**src/gregorian_solar_hijri_date_converter_defines.svh**
```systemverilog
// Assertion macros shared by the date converter RTL.
// Depends on nothing; included by the top level only.
`ifndef GREGORIAN_SOLAR_HIJRI_DATE_CONVERTER_DEFINES_SVH
`define GREGORIAN_SOLAR_HIJRI_DATE_CONVERTER_DEFINES_SVH

// Checks that a condition implies a consequence in the same cycle.
`define GSHDC_ASSERT_IMPLY(label, clk, rst, cond, cons, msg) \
   label: assert property (@(posedge clk) disable iff (rst) (cond) |-> (cons)) \
      else $error(msg);

// Checks that a condition is followed by a delayed consequence.
`define GSHDC_ASSERT_DELAY2(label, clk, rst, cond, cons, msg) \
   label: assert property (@(posedge clk) disable iff (rst) (cond) |-> ##2 (cons)) \
      else $error(msg);

`endif

```
**src/gshdc_pkg.sv**
```systemverilog
// Package for the date converter: transaction structs, direction codes
// and the month boundary and offset tables. Depends on nothing.
package gshdc_pkg;

   // Direction codes carried in the operation field.
   localparam logic OP_GREG_TO_HIJRI = 1'b0;
   localparam logic OP_HIJRI_TO_GREG = 1'b1;

   // Year offsets between the two calendars.
   localparam logic [11:0] YEAR_OFS_EARLY = 12'd621;
   localparam logic [11:0] YEAR_OFS_LATE  = 12'd622;
   localparam logic [11:0] YEAR_MAX       = 12'd4095;

   // Month numbers at which the target year changes, and the valid month range.
   localparam logic [3:0] GREG_NEW_YEAR_MONTH  = 4'd3;
   localparam logic [3:0] HIJRI_NEW_YEAR_MONTH = 4'd10;
   localparam logic [3:0] MONTH_FIRST          = 4'd1;
   localparam logic [3:0] MONTH_LAST           = 4'd12;

   // Input transaction.
   typedef struct packed {
      logic        operation;
      logic [11:0] date_year;
      logic [3:0]  date_month;
      logic [4:0]  date_day;
   } req_type;

   // Result transaction.
   typedef struct packed {
      logic [11:0] result_year;
      logic [3:0]  result_month;
      logic [4:0]  result_day;
      logic        month_error;
   } rsp_type;

   // Gregorian source: boundary day and offset per row pair and month.
   // Row pair 0 serves year mod 4 = 0, pair 1 serves 1, pair 2 serves 2 and 3.
   localparam logic [4:0] GREG_BND [3][12] = '{
      '{5'd20, 5'd19, 5'd19, 5'd19, 5'd20, 5'd20, 5'd21, 5'd21, 5'd21, 5'd21, 5'd20, 5'd20},
      '{5'd19, 5'd18, 5'd20, 5'd20, 5'd21, 5'd21, 5'd22, 5'd22, 5'd22, 5'd22, 5'd21, 5'd21},
      '{5'd20, 5'd19, 5'd20, 5'd20, 5'd21, 5'd21, 5'd22, 5'd22, 5'd22, 5'd22, 5'd21, 5'd21}
   };
   localparam logic [4:0] GREG_OFS [3][12] = '{
      '{5'd10, 5'd11, 5'd10, 5'd12, 5'd11, 5'd11, 5'd10, 5'd10, 5'd10, 5'd9, 5'd10, 5'd10},
      '{5'd11, 5'd12, 5'd10, 5'd11, 5'd10, 5'd10, 5'd9, 5'd9, 5'd9, 5'd8, 5'd9, 5'd9},
      '{5'd10, 5'd11, 5'd9, 5'd11, 5'd10, 5'd10, 5'd9, 5'd9, 5'd9, 5'd8, 5'd9, 5'd9}
   };

   // Solar Hijri source: pair 0 serves year mod 4 = 0 and 1, pair 1 serves 2,
   // pair 2 serves 3.
   localparam logic [4:0] HIJRI_BND [3][12] = '{
      '{5'd11, 5'd10, 5'd10, 5'd9, 5'd9, 5'd9, 5'd8, 5'd9, 5'd9, 5'd10, 5'd11, 5'd9},
      '{5'd11, 5'd10, 5'd10, 5'd9, 5'd9, 5'd9, 5'd8, 5'd9, 5'd9, 5'd10, 5'd11, 5'd10},
      '{5'd12, 5'd11, 5'd11, 5'd10, 5'd10, 5'd10, 5'd9, 5'd10, 5'd10, 5'd11, 5'd12, 5'd10}
   };
   localparam logic [4:0] HIJRI_OFS [3][12] = '{
      '{5'd20, 5'd20, 5'd21, 5'd21, 5'd22, 5'd22, 5'd22, 5'd22, 5'd21, 5'd21, 5'd20, 5'd19},
      '{5'd20, 5'd20, 5'd21, 5'd21, 5'd22, 5'd22, 5'd22, 5'd22, 5'd21, 5'd21, 5'd20, 5'd19},
      '{5'd19, 5'd19, 5'd20, 5'd20, 5'd21, 5'd21, 5'd21, 5'd21, 5'd20, 5'd20, 5'd19, 5'd18}
   };

endpackage

```
**src/gregorian_solar_hijri_date_converter.sv**
```systemverilog
// Top level of the Gregorian / solar Hijri date converter.
// Depends on gshdc_pkg, gshdc_convert and the assertion macro header.

// Converts one date per transaction between the Gregorian and solar Hijri
// calendars using a four-year table approximation. A transaction is taken at
// every clock edge where start is high; busy never rises, so one date may
// enter every cycle. Each result appears on rsp_data with rsp_valid high for
// exactly one cycle, after its transaction passes the input register and then
// the result register, with the table lookup and year arithmetic between
// them. The receiver cannot stall the block, so results must be captured
// when rsp_valid is high.
`include "gregorian_solar_hijri_date_converter_defines.svh"

module gregorian_solar_hijri_date_converter (
   input  logic               clock,
   input  logic               reset,
   input  logic               start,
   output logic               busy,
   input  gshdc_pkg::req_type req_data,
   output logic               rsp_valid,
   output gshdc_pkg::rsp_type rsp_data
);

   logic               req_valid_ff;
   logic               req_valid_in;
   gshdc_pkg::req_type req_data_ff;
   logic               rsp_valid_ff;
   logic               rsp_valid_in;
   gshdc_pkg::rsp_type rsp_data_ff;
   gshdc_pkg::rsp_type rsp_data_in;

   // The pipeline never holds off a new transaction.
   assign busy = 1'b0;

   assign req_valid_in = start && !busy;
   assign rsp_valid_in = req_valid_ff;

   // Valid bit control for the input and result registers.
   always_ff @(posedge clock) begin
      if (reset) begin
         req_valid_ff <= 1'b0;
         rsp_valid_ff <= 1'b0;
      end else begin
         req_valid_ff <= req_valid_in;
         rsp_valid_ff <= rsp_valid_in;
      end
   end

   // Payload registers carry no reset.
   always_ff @(posedge clock) begin
      if (req_valid_in) begin
         req_data_ff <= req_data;
      end
      if (rsp_valid_in) begin
         rsp_data_ff <= rsp_data_in;
      end
   end

   // Conversion logic between the two registers.
   gshdc_convert u_convert (
      .req (req_data_ff),
      .rsp (rsp_data_in)
   );

   assign rsp_valid = rsp_valid_ff;
   assign rsp_data  = rsp_data_ff;

   // Every accepted transaction yields a result strobe.
   `GSHDC_ASSERT_DELAY2(a_accept_to_result, clock, reset, start && !busy, rsp_valid, "result strobe missing after an accepted transaction")

   // A month error carries an all-zero date.
   `GSHDC_ASSERT_IMPLY(a_error_zeroes, clock, reset, rsp_valid && rsp_data.month_error, (rsp_data.result_year == 12'd0) && (rsp_data.result_month == 4'd0) && (rsp_data.result_day == 5'd0), "month error result has a nonzero date")

   // A valid conversion lands on a real month.
   `GSHDC_ASSERT_IMPLY(a_month_range, clock, reset, rsp_valid && !rsp_data.month_error, (rsp_data.result_month >= 4'd1) && (rsp_data.result_month <= 4'd12), "converted month outside one to twelve")

endmodule

```
**src/gshdc_convert.sv**
```systemverilog
// Combinational date conversion between the input and result registers.
// Depends on gshdc_pkg for the transaction structs and the month tables.
module gshdc_convert (
   input  gshdc_pkg::req_type req,
   output gshdc_pkg::rsp_type rsp
);

   logic        month_ok;
   logic [3:0]  col;
   logic [1:0]  greg_row;
   logic [1:0]  hijri_row;
   logic [4:0]  bnd;
   logic [4:0]  ofs;
   logic        before_bnd;
   logic        greg_early;
   logic [11:0] greg_sub;
   logic        hijri_early;
   logic [12:0] hijri_sum;
   logic [5:0]  day_sum;
   logic [11:0] year_val;
   logic [3:0]  month_val;
   logic [4:0]  day_val;

   // Month range check and table column.
   assign month_ok = (req.date_month >= gshdc_pkg::MONTH_FIRST) &&
                     (req.date_month <= gshdc_pkg::MONTH_LAST);
   assign col = month_ok ? (req.date_month - 4'd1) : 4'd0;

   // Row pair selection from the low two bits of the year.
   always_comb begin
      case (req.date_year[1:0])
         2'd0:    greg_row = 2'd0;
         2'd1:    greg_row = 2'd1;
         default: greg_row = 2'd2;
      endcase
      case (req.date_year[1:0])
         2'd2:    hijri_row = 2'd1;
         2'd3:    hijri_row = 2'd2;
         default: hijri_row = 2'd0;
      endcase
   end

   // Boundary and offset lookup for the chosen direction.
   always_comb begin
      if (req.operation == gshdc_pkg::OP_GREG_TO_HIJRI) begin
         bnd = gshdc_pkg::GREG_BND[greg_row][col];
         ofs = gshdc_pkg::GREG_OFS[greg_row][col];
      end else begin
         bnd = gshdc_pkg::HIJRI_BND[hijri_row][col];
         ofs = gshdc_pkg::HIJRI_OFS[hijri_row][col];
      end
   end

   assign before_bnd = (req.date_day <= bnd);

   // Year arithmetic. The Gregorian side saturates at zero, the Hijri side at
   // the top of the field.
   assign greg_early = (req.date_month < gshdc_pkg::GREG_NEW_YEAR_MONTH) ||
                       ((req.date_month == gshdc_pkg::GREG_NEW_YEAR_MONTH) && before_bnd);
   assign greg_sub   = greg_early ? gshdc_pkg::YEAR_OFS_LATE : gshdc_pkg::YEAR_OFS_EARLY;

   assign hijri_early = (req.date_month < gshdc_pkg::HIJRI_NEW_YEAR_MONTH) ||
                        ((req.date_month == gshdc_pkg::HIJRI_NEW_YEAR_MONTH) && before_bnd);
   assign hijri_sum   = {1'b0, req.date_year} +
                        {1'b0, (hijri_early ? gshdc_pkg::YEAR_OFS_EARLY
                                            : gshdc_pkg::YEAR_OFS_LATE)};

   // Day of the target month, kept to the field width.
   assign day_sum = before_bnd ? ({1'b0, req.date_day} + {1'b0, ofs})
                               : ({1'b0, req.date_day} - {1'b0, bnd});

   // Target year, month and day.
   always_comb begin
      if (req.operation == gshdc_pkg::OP_GREG_TO_HIJRI) begin
         year_val = (req.date_year >= greg_sub) ? (req.date_year - greg_sub) : 12'd0;
         if (before_bnd) begin
            month_val = (req.date_month <= 4'd3) ? (req.date_month + 4'd9)
                                                 : (req.date_month - 4'd3);
         end else begin
            month_val = (req.date_month <= 4'd2) ? (req.date_month + 4'd10)
                                                 : (req.date_month - 4'd2);
         end
      end else begin
         year_val = hijri_sum[12] ? gshdc_pkg::YEAR_MAX : hijri_sum[11:0];
         if (before_bnd) begin
            month_val = (req.date_month <= 4'd10) ? (req.date_month + 4'd2)
                                                  : (req.date_month - 4'd10);
         end else begin
            month_val = (req.date_month <= 4'd9) ? (req.date_month + 4'd3)
                                                 : (req.date_month - 4'd9);
         end
      end
      day_val = day_sum[4:0];
   end

   // An invalid month zeroes the date and raises the error flag.
   always_comb begin
      if (month_ok) begin
         rsp.result_year  = year_val;
         rsp.result_month = month_val;
         rsp.result_day   = day_val;
         rsp.month_error  = 1'b0;
      end else begin
         rsp.result_year  = 12'd0;
         rsp.result_month = 4'd0;
         rsp.result_day   = 5'd0;
         rsp.month_error  = 1'b1;
      end
   end

endmodule

```
**config.mk**
```make
export PLATFORM = sky130hd
export DESIGN_NAME = gregorian_solar_hijri_date_converter
export DESIGN_NICKNAME = d
export VERILOG_FILES = /design/src/gshdc_pkg.sv /design/src/gregorian_solar_hijri_date_converter.sv /design/src/gshdc_convert.sv
export VERILOG_INCLUDE_DIRS = /design/src /design/src/src
export SDC_FILE = /design/constraint.sdc
export NUM_CORES = 1
export LEC_CHECK = 0
export BUFFER_PORTS_ARGS = -buffer_cell sky130_fd_sc_hd__buf_2
export CAP_MARGIN = 20
export CORE_UTILIZATION = 35
export DETAILED_ROUTE_END_ITERATION = 12
export SETUP_SLACK_MARGIN = 0.3
export SLEW_MARGIN = 20
export SYNTH_ARGS = -nofsm -noshare
export SYNTH_HDL_FRONTEND = slang
export SYNTH_HIERARCHICAL = 1
export SYNTH_SLANG_ARGS = --single-unit
```
**constraint.sdc**
```tcl
create_clock -name clock -period 8.3 [get_ports clock]
set_input_delay 1.245 -clock clock [delete_from_list [all_inputs] [get_ports clock]]
set_output_delay 1.245 -clock clock [all_outputs]
set_load 0.02 [all_outputs]
```
==> results.yml, run 1 <==
floorplanning:
  ios: 49
  die-area_sq_um: 11200
  start_util_pct: 36.3
  die_h_um: 106
  rows: 37
  die_x_um: 106
  core_area_sq_um: 10400
timing:
  finalHoldViolCount: 0
  fmax_mhz: 143
  setup-tns-final_ns: 0
  relSlewSlack_pct: 38.1
  finalCriticalPeriod_ns: 6.98
  hold_ws_ns: 0.815
  rsz0062_at_grt: "false"
  setup_viol: 0
  worst_slew_pin_slew_ns: 0.927
  fin_crit_sh_pct: 84.1
  skew_ns: 0.00774
  setup_slack_ns: 1.32
  final-max-slew-violation-count: 0
worst_hold_path:
  holdCritPathClass: "reg -> reg"
setup_path:
  startpoint: "req_data_ff[5]$_DFFE_PP_"
  required_ns: 8.41
  reg2reg_from: "req_data_ff[5]$_DFFE_PP_"
  arrival_ns: 7.09
  critPathMaxFanout: 23
  crit_path_end: "rsp_data[15]$_DFFE_PP_"
  worst-r2r-cell-count: 26
  cp-start-kind: "register"
  reg2reg_to: "rsp_data[15]$_DFFE_PP_"
  crit_path_end_kind: "register"
  worstSetupPathType: "reg -> reg"
  rrSetupSlack_ns: 1.32
synth:
  synthArstFlopShare_pct: 0
  synth_cell_types: 72
  yosysTopAreaCell: "edfxtp_1"
  netlist_instances: 402
  synth_top_area_share_pct: 35.0
  synth-main-ff-cell: "edfxtp_1"
  ys_seq_area_share_pct: 36.0
  synth_edf_count: 44
  synth_area_leaders: "edfxtp_1 (35%), ha_1 (7.3%), xnor2_1 (4.6%)"
  syn-cell-area_sq_um: 3780
  syn_nets: 453
  synth_area_per_cell_sq_um: 9.40
  synth_warnings: 6
  ys_ff_latch: 46
place:
  io_buffers: 47
  dp_worst_setup_slack_ns: 1.37
  dp_hpwl_mm: 6.75
  gp_congestion: 0.883
cts:
  cts.repair.resized: 0
  clk_pin_slew_ns: 0.10
  postCtsSetupBuffers: 0
  cts_made_buffers: 5
  cts_tree: "built"
  clk_path_buf_depth: 2
  cts_sinks: 46
  cts_hold_buffers: 0
  htreeDepth: 2
  root_buffer: "clkbuf_8"
  clk_latency_ns: 0.30
final_layout:
  layout_commonest_cell: "buf_2"
  syn2layout_area_growth_pct: 10.9
  final_nets: 481
  num_antenna_cells: 0
  drive_above_1_share_pct: 19.5
  final_cell_mix: "buf_2 (47), edfxtp_1 (44), nor2_1 (33), a21oi_1 (28), nand2_1 (26)"
global_route:
  antenna_found_initial: 0
  grt_start_max_net_pins: 32
  grtUsageTotal_pct: 17.0
  grt_pass1_wl_mm: 15.3
  gr-total-overflow: 0
  grt_pass1_vias: 2921
routing:
  top_layer: "met4"
  wl_met2_mm: 4.12
  dr.pass1.iters: 5
  viasPerCell: 5.51
  wl_met3_um: 505
  postRouteAntennaNets: 0
  drc: 0
  wire_per_inst_um: 16.2
  vias: 3123
  wl_met1_mm: 4.50
  postRouteWirelength_mm: 9.18
  drt_iter0_markers: 328
pwr:
  vdd_drop_max_mv: 0.0799
  p_leak_nw: 1.63
  p_per_area_nw_per_um2: 196
run:
  maxCapViolCount: 0
outcome:
  outcome: "complete, no violations"
==> worst max-delay path: stages, from the launching register on <==
cell      delay [ns]
edfxtp_1        0.37
buf_4           0.23
inv_1           0.17
ha_1            0.32
nor4b_4         0.29
nor2_2          0.05
buf_4           0.21
inv_2           0.31
nor2_1          0.18
a22o_1          0.26
o311ai_1        0.27
o31ai_1         0.18
ha_1            0.31
nor2b_1         0.14
o31a_1          0.26
o31ai_2         0.63
inv_1           0.17
o211ai_1        0.37
ha_1            0.27
inv_1           0.06
fa_1            0.38
nor3b_2         0.18
o21bai_1        0.31
a31oi_1         0.18
o21ai_1         0.22
inv_2           0.12
a221oi_1        0.30
==> per-stage QoR <==
step	instance area [sq um]	instances	util, %	total power, mW
5_1_grt	4190	567	40.2	0.876
4_1_cts	4190	567	40.2	0.829
3_5_place_dp	4080	559	39.1	0.652
6_report	4190	567	40.2	0.822
3_3_place_gp	4080	559	39.1	0.651
2_1_floorplan	3780	402	-	0.569
==> area by class of cell <==
| class | count | area (sq um) |
|---|---|---|
| Sequential cell | 46 | 1360 |
| Inverter | 24 | 90.1 |
| Timing Repair Buffer | 51 | 265 |
| Tap cell | 136 | 170 |
| Fill cell | 1043 | 6230 |
| Multi-Input combinational cell | 302 | 2190 |
| Clock inverter | 3 | 43.8 |
| Clock buffer | 5 | 68.8 |
==> logic make-up after synthesis <==
kind of cell,Yosys count,share of synthesized area [%]
buf+inv,54,6.16
simple gates,105,14.0
xor+xnor,32,7.81
compound gates,132,24.9
other cells,1,0.0992
flops,46,36.0
mux,6,1.59
fa+ha+maj,26,9.40
==> how the worst min path moves through the flow <==
stage / startpoint / endpoint / slack, ns / depth (start not counted)
CTS: req_data_ff[0]$_DFFE_PP_ / rsp_data[1]$_DFFE_PP_ / 0.82 / 3
finish: req_data_ff[0]$_DFFE_PP_ / rsp_data[1]$_DFFE_PP_ / 0.81 / 3
global placement: req_data_ff[0]$_DFFE_PP_ / rsp_data[1]$_DFFE_PP_ / 0.81 / 3
global route: req_data_ff[0]$_DFFE_PP_ / rsp_data[1]$_DFFE_PP_ / 0.89 / 3
detailed placement: req_data_ff[0]$_DFFE_PP_ / rsp_data[1]$_DFFE_PP_ / 0.80 / 3
floorplan: req_data_ff[0]$_DFFE_PP_ / rsp_data[1]$_DFFE_PP_ / 0.68 / 3
==> cell usage after synthesis, types with 3 or more instances <==
cell type,n
a211oi_1,12
inv_2,7
nor3_1,7
nand2b_1,6
o31ai_1,3
nor2_1,33
xor2_1,10
a221oi_1,7
nand3_1,8
o211ai_1,3
o21ai_1,5
o21ai_0,20
a211o_1,5
a21oi_1,28
a31oi_1,9
edfxtp_1,44
mux2i_1,6
ha_1,22
clkbuf_1,14
fa_1,4
nor2_2,3
inv_1,17
buf_2,12
a22o_1,3
xnor2_1,20
nor2b_1,6
a21o_1,3
o21bai_1,3
nand2_1,26
==> sequential cells by signal, summed over array words and instances (netlist names) <==
name / count
req_valid_ff: 1
req_data_ff: 22
rsp_valid: 1
rsp_data: 22
==> power breakdown <==
part	total [mW]	switching, mW	internal, mW
clock network	0.173	0.0825	0.0904
registers	0.316	0.0266	0.289
logic	0.333	0.197	0.137
==> layer usage <==
| metal | track usage, % | vias to the layer above |
|---|---|---|
| met4 | 2.98 | 0 |
| met5 | 0 | - |
| li1 | - | 1540 |
| met1 | 25.2 | 1459 |
| met2 | 26.8 | 120 |
| met3 | 2.15 | 4 |
Note: power is estimated with default switching activity, not from simulation.
==> run 2: changes to the inputs <==
clock period = 6.54 ns   (was 8.3 ns; I/O delays follow)
==> run 2 against run 1 <==
Worst hold slack worse by 0.037 ns. Routed wire length down 0.48%. Register-to-register slack worse by 0.59 ns. Critical path depth down 1. Clock skew down 0.00050 ns. First-iteration DRC count down 2.7%. Count of clock-buffer cells in the layout up 1. Final cell count up 1.8%. Highest routed layer unchanged.
==> results.yml, run 2 (synthesized netlist as in run 1, its figures left out) <==
setup_path:
  worstSetupPathType: "reg -> reg"
  crit_family: "compound AO/OA/AOI/OAI gates"
  slowest_delay_ns: 0.41
  arrival_ns: 5.90
  startpoint: "req_data_ff[5]$_DFFE_PP_"
  reg2reg_to: "rsp_data[12]$_DFFE_PP_"
  worst-path-buf-inv: 6
  crit_path_end: "rsp_data[12]$_DFFE_PP_"
  worst-r2r-cell-count: 25
  rrSetupSlack_ns: 0.73
  critPathMaxFanout: 22
  reg2reg_from: "req_data_ff[5]$_DFFE_PP_"
  cp_num_cells: 25
  crit_top_cell: "ha_1"
  cp-start-kind: "register"
  worst_path_max_delay_cell: "o31ai_1"
  crit_path_end_kind: "register"
  required_ns: 6.63
routing:
  vias: 3229
  drc: 0
  postRouteAntennaNets: 0
  wire_per_inst_um: 15.8
  dr.pass1.iters: 5
  postRouteWirelength_mm: 9.14
  drt_iter0_markers: 319
  viasPerCell: 5.60
timing:
  rsz0062_at_grt: "false"
  final-max-slew-violation-count: 0
  fmax_mhz: 172
  skew_ns: 0.00724
  finalCriticalPeriod_ns: 5.81
  fin_crit_sh_pct: 88.8
  hold_ws_ns: 0.778
  relSlewSlack_pct: 39.8
  finalHoldViolCount: 0
  setup_viol: 0
  worst_slew_pin_slew_ns: 0.902
  setup-tns-final_ns: 0
pwr:
  p_leak_nw: 1.67
  power.total_mw: 1.01
  vdd_drop_max_mv: 0.111
  p_per_area_nw_per_um2: 237
place:
  dp_hpwl_mm: 6.67
  placed_area_sq_um: 4130
  io_buffers: 47
  gp_congestion: 0.909
  place_inst: 566
final_layout:
  top_regs: "req_data_ff x22, rsp_data x22"
  final_cell_mix: "buf_2 (47), edfxtp_1 (44), nor2_1 (33), a21oi_1 (28), nand2_1 (26)"
  fin_cells: 577
  drive_above_1_share_pct: 21.5
  num_antenna_cells: 0
  final_cell_area_sq_um: 4270
  layout_commonest_cell: "buf_2"
  final_nets: 491
  syn2layout_area_growth_pct: 13.0
worst_hold_path:
  holdCritPathClass: "reg -> reg"
  hold_depth: 3
global_route:
  antenna_found_initial: 0
  gr-total-overflow: 0
  grt_pass1_wl_mm: 14.9
  grt_pass1_vias: 2945
  grtUsageTotal_pct: 16.6
  grt_start_max_net_pins: 31
floorplanning:
  die_x_um: 106
  start_util_pct: 36.3
  ios: 49
  die-area_sq_um: 11200
  die_h_um: 106
  core_area_sq_um: 10400
  rows: 37
cts:
  htreeDepth: 2
  cts_tree: "built"
  clk_latency_ns: 0.30
  cts_hold_buffers: 0
  cts_sinks: 46
  root_buffer: "clkbuf_8"
  clk_path_buf_depth: 2
  clk_pin_slew_ns: 0.09
  cts_made_buffers: 5
outcome:
  outcome: "complete, no violations"
run:
  maxCapViolCount: 0
## run 2: worst min path at each step
stage	start	to	slack, ns
final	req_data_ff[0]$_DFFE_PP_	rsp_data[1]$_DFFE_PP_	0.78
after CTS	req_data_ff[0]$_DFFE_PP_	rsp_data[1]$_DFFE_PP_	0.80
after global routing	req_data_ff[0]$_DFFE_PP_	rsp_data[1]$_DFFE_PP_	0.82
after detailed placement	req_data_ff[0]$_DFFE_PP_	rsp_data[1]$_DFFE_PP_	0.77
after floorplan	req_data_ff[0]$_DFFE_PP_	rsp_data[1]$_DFFE_PP_	0.68
after global placement	req_data_ff[0]$_DFFE_PP_	rsp_data[1]$_DFFE_PP_	0.78
## run 2: tightest hold or removal path, delay by kind of cell, from the launching register on
family / cells / cell delay, ns
AOI/OAI and AO/OA: 1 / 0.07
DFF: 1 / 0.37
and+or+nand+nor: 1 / 0.07
adders and majority gates: 1 / 0.16
## run 2: layout make-up
cell class	count	area, sq um
tap	136	170
multi-input combinational	302	2220
clock buffer	6	72.6
timing repair buffer	61	340
clock inverter	2	13.8
sequential	46	1360
inverter	24	92.6
fill	1038	6150
## run 2: timing repair
item	CTS	global route
gates resized for setup	1	5
endpoints found under the setup margin	1	12
buffers inserted	0	3
pin swaps	0	2
## run 2: per-stage QoR
step	util [%]	worst slack [ns]
finish	41.0	0.731
global route	41.0	0.334
CTS	40.5	0.417
detailed placement	39.6	0.355
global placement	39.6	0.579
floorplan	-	0.736
## run 2: report_power, final
group          total, mW  switching (mW)  leakage (nW)  internal (mW)
Clock              0.175          0.0991        0.0452         0.0756
Combinational      0.444           0.260          1.19          0.184
Sequential         0.393          0.0267         0.432          0.367
## run 2: metal layers
layer | share of wire [%] | wire (um) | track usage, % | up-vias
met5 | 0 | 0 | 0 | -
met4 | 1.6 | 144 | 4.46 | 0
met3 | 5.5 | 501 | 2.08 | 10
met2 | 44 | 4010 | 25.3 | 149
met1 | 49 | 4480 | 24.7 | 1507
li1 | - | - | - | 1563
==> run 3: changes to the inputs <==
SYNTH_HIERARCHICAL = not set   (was 1)
==> run 3 against run 2 <==
Clock skew is essentially flat. Combinational power shrank 5.4%. Global-route usage grew 0.17 points. Setup slack lost 0.039 ns.
==> results.yml, run 3 <==
global_route:
  grtUsageTotal_pct: 16.8
  antenna_found_initial: 0
  grt_pass1_vias: 2998
  grt_pass1_wl_mm: 15.1
  gr-total-overflow: 0
  grt_start_max_net_pins: 24
cts:
  clk_pin_slew_ns: 0.09
  cts_tree: "built"
  clk_path_buf_depth: 2
  cts_hold_buffers: 0
  clk_latency_ns: 0.30
  cts_sinks: 46
  cts_made_buffers: 5
  htreeDepth: 2
  postCtsSetupBuffers: 0
  root_buffer: "clkbuf_8"
final_layout:
  drive_above_1_share_pct: 20.2
  final_cell_mix: "buf_2 (47), edfxtp_1 (44), a21oi_1 (34), nand2_1 (29), nor2_1 (25)"
  syn2layout_area_growth_pct: 15.0
  final_nets: 491
  final_util_pct: 41.6
  fin_cells: 577
  num_antenna_cells: 0
  top_regs: "req_data_ff x22, rsp_data x22"
  layout_commonest_cell: "buf_2"
synth:
  ys_ff_latch: 46
  syn-cell-area_sq_um: 3750
  synth_warnings: 0
  synthTopCellsByCount: "edfxtp_1 (44), a21oi_1 (34), nand2_1 (29), nor2_1 (26), ha_1 (22)"
  yosysTopAreaCell: "edfxtp_1"
  synth-main-ff-cell: "edfxtp_1"
  syn_nets: 455
  synthArstFlopShare_pct: 0
  synth_edf_count: 44
  synth_area_leaders: "edfxtp_1 (35%), ha_1 (7.3%), a21oi_1 (4.5%)"
  synthMostInstantiatedCell: "edfxtp_1"
  synth_area_per_cell_sq_um: 9.29
  synth_cell_types: 74
  synth_top_area_share_pct: 35.2
  ys_seq_area_share_pct: 36.3
  netlist_instances: 404
pwr:
  p_leak_nw: 1.66
  p_per_area_nw_per_um2: 239
  vdd_drop_max_mv: 0.100
floorplanning:
  start_util_pct: 36.2
  rows: 37
  ios: 49
  core_area_sq_um: 10400
  die_h_um: 106
  die-area_sq_um: 11100
  die_x_um: 106
worst_hold_path:
  hold_depth: 3
  holdCritPathClass: "reg -> reg"
setup_path:
  required_ns: 6.59
  worstSetupPathType: "reg -> reg"
  cp-start-kind: "register"
  worst-r2r-cell-count: 21
  critPathMaxFanout: 11
  crit_path_end_kind: "register"
  arrival_ns: 5.90
timing:
  final-max-slew-violation-count: 0
  relSlewSlack_pct: 36.8
  setup-tns-final_ns: 0
  hold_ws_ns: 0.815
  setup_viol: 0
  fmax_mhz: 171
  setup_slack_ns: 0.692
  rsz0062_at_grt: "false"
  finalCriticalPeriod_ns: 5.85
  fin_crit_sh_pct: 89.4
  skew_ns: 0.00682
  worst_slew_pin_slew_ns: 0.946
  finalHoldViolCount: 0
routing:
  drc: 0
  postRouteAntennaNets: 0
  wire_per_inst_um: 15.8
  viasPerCell: 5.59
  drt_iter0_markers: 339
  vias: 3228
  dr.pass1.iters: 5
  postRouteWirelength_mm: 9.10
place:
  io_buffers: 47
  place_inst: 569
  dp_worst_setup_slack_ns: 0.201
  dp_hpwl_mm: 6.78
  gp_congestion: 0.952
outcome:
  outcome: "complete, no violations"
run:
  maxCapViolCount: 0
## run 3: cells by family (layout without fill, tap and decap cells)
kind of cell	count (synthesis)	count (layout)	share of synthesized area, %
compound gates	126	126	22.9
simple gates	114	114	15.7
buf+inv	50	87	5.46
flops	46	46	36.3
xor+xnor	31	31	7.43
fa+ha+maj	26	26	9.46
mux	10	10	2.70
other cells	1	1	0.0999
## run 3: worst max-delay path, cell delays in order, from the launching register on
cell and delay, ns:
edfxtp_1 0.51, inv_1 0.20, ha_2 0.28, and3b_1 0.24, nor2_4 0.20, inv_2 0.13
o21ai_0 0.25, a311oi_2 0.18, o31ai_2 0.33, ha_1 0.30, nor2b_1 0.13, o21ai_0 0.26
a21boi_2 0.13, o31a_1 0.29, a211o_1 0.37, fa_1 0.47, a31oi_2 0.24, o21ai_1 0.15
a2111o_1 0.54, nor2b_1 0.19, mux2i_1 0.13, a21oi_1 0.08
## run 3: layout make-up
class	count	area, sq um
Timing Repair Buffer	60	333
Clock inverter	3	43.8
Inverter	19	71.3
Multi-Input combinational cell	308	2270
Fill cell	1041	6050
Tap cell	136	170
Sequential cell	46	1360
Clock buffer	5	68.8
## run 3: final timing paths
kind,start,endpoint,slack (ns)
worst max register to register,req_data_ff[6]$_DFFE_PP_,rsp_data[21]$_SDFFCE_PP0P_,0.69
worst min register to register,req_data_ff[0]$_DFFE_PP_,rsp_data[1]$_SDFFCE_PP0P_,0.82
worst min-delay path,req_data_ff[0]$_DFFE_PP_,rsp_data[1]$_SDFFCE_PP0P_,0.82
worst max-delay path,req_data_ff[6]$_DFFE_PP_,rsp_data[21]$_SDFFCE_PP0P_,0.69
## run 3: through the flow
stage	cell area [sq um]	total power, mW
floorplan	3750	0.699
global placement	4120	0.805
detailed placement	4120	0.807
CTS	4240	1.03
global route	4320	1.10
finish	4320	1.03
## run 3: power by group
| part | leakage (nW) | switching, mW | internal, mW |
|---|---|---|---|
| registers | 0.432 | 0.0307 | 0.365 |
| clock network | 0.0585 | 0.100 | 0.115 |
| logic | 1.17 | 0.243 | 0.177 |
| total | 1.66 | 0.373 | 0.657 |
## run 3: timing repair
action                                  in CTS  in global routing
endpoints found under the setup margin      12                 12
pin swaps                                    0                  1
gates resized for setup                      1                 13
## run 3: per-layer routing
metal  global-route usage [%]  up-vias  share of wire [%]
met3                     3.09       12                5.6
met5                        0        -                  0
li1                         -     1571                  -
met1                     24.3     1519                 49
met4                     2.98        0               0.92
met2                     26.4      126                 44
